[config.mk]
export PLATFORM = sky130hd
export DESIGN_NAME = bba_ram
export DESIGN_NICKNAME = d
export VERILOG_FILES = /design/src/sv/buddy_block_allocator_unit_assert.svh /design/src/sv/bba_ram.sv
export SDC_FILE = /design/constraint.sdc
export NUM_CORES = 1
export LEC_CHECK = 0
export BUFFER_PORTS_ARGS = -buffer_cell sky130_fd_sc_hd__buf_2
export CAP_MARGIN = 20
export CORE_MARGIN = 2
export CORE_UTILIZATION = 57
export CTS_CLUSTER_SIZE = 12
export DETAILED_ROUTE_END_ITERATION = 7
export GPL_ROUTABILITY_DRIVEN = 0
export GPL_TIMING_DRIVEN = 1
export PLACE_DENSITY = 0.8
export SLEW_MARGIN = 20
export SYNTH_ARGS = -nofsm -noshare
export SYNTH_HDL_FRONTEND = slang
export SYNTH_SLANG_ARGS = --single-unit
[constraint.sdc]
create_clock -name clk -period 2.35 [get_ports clk]
set_input_delay 0.3525 -clock clk [delete_from_list [all_inputs] [get_ports clk]]
set_output_delay 0.3525 -clock clk [all_outputs]
set_load 0.005 [all_outputs]
[src/sv/buddy_block_allocator_unit_assert.svh]
// assertion macros for the buddy allocator
`ifndef BUDDY_BLOCK_ALLOCATOR_UNIT_ASSERT_SVH
`define BUDDY_BLOCK_ALLOCATOR_UNIT_ASSERT_SVH

// clocked check, held off during reset
`define BBA_CHECK(name, prop, msg) \
  name: assert property (@(posedge clk) disable iff (!rst_n) prop) else $error(msg);

// a stalled item keeps its valid and its payload
`define BBA_HOLD(name, vld, stl, sig, msg) \
  name: assert property (@(posedge clk) disable iff (!rst_n) \
    (vld && stl) |=> (vld && $stable(sig))) else $error(msg);

`endif

[src/sv/bba_ram.sv]
module bba_ram #(
  parameter int DEPTH = 4,
  parameter int WIDTH = 8
) (
  input  logic                     clk,
  input  logic                     we,
  input  logic [$clog2(DEPTH)-1:0] waddr,
  input  logic [WIDTH-1:0]         wdata,
  input  logic [$clog2(DEPTH)-1:0] raddr,
  output logic [WIDTH-1:0]         rdata
);

  logic [WIDTH-1:0] mem [DEPTH];

  // one write port, one registered read port
  always_ff @(posedge clk) begin
    if (we) mem[waddr] <= wdata;
    rdata <= mem[raddr];
  end

endmodule

-- Yosys cells after proc, flatten, opt, wreduce, memory -nomap -nowiden
Memory sizes are Yosys's and may differ from the RTL's. A register that Yosys moved wholly into a read port is not among the register bits.
Index checks and enable logic that the tools add are counted.
- flip-flop bits (word level): 0
- bits in writable memories: 32
- input bits: 14
- output and inout port bits: 8
- word-level logic and storage cells: 3
- memories kept: 1
- muxes and demuxes: 2
- memory list (name ; depth ; width ; rd ports ; clocked after memory_dff ; write ports ; RTL line ; RTL):
    mem ; 4 ; 8 ; 1 ; 1 ; 1 ; bba_ram.sv:13 ; logic [WIDTH-1:0] mem [DEPTH];
- operator list (cell ; number):
    $mux W1 ; 2

-- Longest topological paths before layout
- depth in word-level cells: 2
- gate-level depth with buffers: 2

-- Least setup slack after synthesis
Ideal clock, no wire load.
- kind: input port to flip-flop
- start: input waddr[0]
- end: memory mem[0][0], enable pin
- data arrival time: 1.031 ns
- data required time: 1.965 ns
- setup slack: 0.933 ns
- stages: 1
- buffers on the path: 0
- cells stage by stage: nor3b_1
- RTL lines (element ; RTL line ; RTL):
    start: declaration ; bba_ram.sv:7 ; input logic [$clog2(DEPTH)-1:0] waddr,
    end: declaration ; bba_ram.sv:13 ;
No word-level cell before the write port.

-- Final worst setup path
- start: register rdata[0] (read register of mem)
- end: output rdata[0]
- RTL lines (element ; RTL line ; RTL):
    start: declaration ; bba_ram.sv:10 ; output logic [WIDTH-1:0] rdata
No word-level cell between the ends.

==> metrics.cfg <==
[run_status]
status = complete, no violations

[routing]
wl_um = 1940
firstDrtPassIters = 3
wl_per_cell_um = 17.6
vias = 612
postRouteAntennaNets = 0
viasPerCell = 5.56
drc = 0
drt-initial-drc-count = 7

[pwr]
power.total_mw = 1.20
leakagePower_nw = 0.551
p_per_area_nw_per_um2 = 786
ir_worst_vdd_uv = 580

[sta]
setup_viol_count_final = 0
max_slew_margin_pct = 70.4
rsz0062_at_grt = no
fin_skew_ns = 0.0120
setup_tns_ns = 0
finalHoldViolCount = 0
tightest_slew_ns = 0.444
final.period_utilization_pct = 47.8
fmax_mhz = 890
fin_crit_ns = 1.12
slew_viol_final = 0

[floorplan]
die_h_um = 52.6
dieArea_um2 = 2770
initial_core_util_pct = 60.4
std_cell_rows = 17
coreArea_um2 = 2230
pin_count = 22
fp.dieW_um = 52.6

[logic_synthesis]
synth_nets = 68
synth_seq_cells = 40
synth-xor-area-share_pct = 0
muxShareOfSynthArea_pct = 13.4
yosysSeqAreaShare_pct = 83.1
ys_warn_count = 0
synthSimpleGateAreaFrac_pct = 2.32
synth-compound-area-share_pct = 0
yosys.cell_types.count = 8
synth_top_family_by_area = multiplexers
postSynthAreaPerCell_um2 = 25.0
synth_fa_ha_area_share_pct = 0
synth_cells = 54
synth_area_um2 = 1350

[min_path]
hold_class = in2reg

[clock_tree]
cts.clk_slew.worst_paths_ns = 0.11
cts_made_buffers = 5
postCtsSetupRepairBufs = 0
worstSkewPairLatency_ns = 0.34
clockBufferDepth = 2
hold_buffers = 0
cts_tree = done
htree_num_levels = 2
clock_sinks = 40
cts-root-buf = clkbuf_4
cts_resized = 0

[worst_setup_path]
cp.arrival_ns = 0.77
crit_type = reg2out
critPathMaxStageDelay_ns = 0.33
worstSetupStartpointType = register
path_delay_family = flip-flops
worst-path-max-fanout = 1
critPathBufInv = 1
endpoint_kind = output port
cp_slowest_cell = dfxtp_1
path_cells = buf_2
worst_ep_required_time_ns = 2.00

[finish]
synthToLayoutAreaGrowth_pct = 13.5
drive_gt1_share_pct = 43.9
nets = 95
diodes = 0

[global_route]
antenna_found_initial = 0
grt_pass1_wl_um = 3130
grt_util_all_layers_pct = 17.9
grt_max_degree = 13
first_global_vias = 623
grt_overflow = 0

[placement]
portBuffers = 21

[run]
max-cap-violations = 0

metrics by stage:
step	utilization (%)	setup slack, ns	hold WS (ns)	cells	cell area, um2
after floorplan	-	0.933	0.451	54	1350
after global placement	66.3	1.03	0.536	102	1480
after detailed placement	66.3	1.02	0.544	102	1480
after CTS	68.5	1.21	0.198	110	1530
after global routing	68.5	1.17	0.204	110	1530
final	68.5	1.23	0.213	110	1530
area by class of cell:
| type | instances | area [um2] |
|---|---|---|
| Timing Repair Buffer | 22 | 113 |
| Fill cell | 159 | 703 |
| Clock buffer | 7 | 45.0 |
| Tap cell | 28 | 35.0 |
| Clock inverter | 1 | 5.00 |
| Sequential cell | 40 | 1120 |
| Multi-Input combinational cell | 12 | 211 |
synth_stat cells:
library cell	n	area (um2)
edfxtp_1	32	961
buf_6	1	11.3
mux4_2	8	180
and3_1	1	6.26
clkbuf_2	1	5.00
nor3b_1	1	7.51
and3b_1	2	17.5
dfxtp_1	8	160
flip-flops by register name, indices dropped and copies added, names as in the netlist:
signal	cells
rdata	8
mem	32
layout by cell type (no fill, tap or decap):
cell type  Yosys  routed
clkinv_2       0       1
clkbuf_1       0       2
nor3b_1        1       1
mux4_2         8       8
edfxtp_1      32      32
buf_2          0      21
clkbuf_4       0       5
buf_4          0       1
and3b_1        2       2
dfxtp_1        8       8
and3_1         1       1
power by group:
group / internal (mW) / switching (mW)
clock: 0.117 / 0.196
combinational: 0.0390 / 0.0350
sequential: 0.806 / 0.00904
path summary, 6_finish.rpt:
check	to	from	depth (start not counted)	slack, ns
worst max register to register	rdata[7]	mem[3][7]	1	1.33
worst max-delay path	rdata[0]	rdata[0]	1	1.23
worst min register to register	rdata[5]	mem[2][5]	1	0.56
worst min-delay path	mem[2][7]	wdata[7]	1	0.21
kinds of logic (layout without fill, tap and decap cells):
group | Yosys count | count (layout)
DFF | 40 | 40
and+or+nand+nor | 4 | 4
muxes | 8 | 8
buffers and inverters | 2 | 30
per-layer routing:
layer  GRT usage [%]  up-vias  wire length [um]
met4            8.97        0                36
met3            8.57        4               126
met1            22.7      311               815
li1                -      277                 -
met5               0        -                 0
met2            25.8       20               957
(Power assumes the default switching activity.)
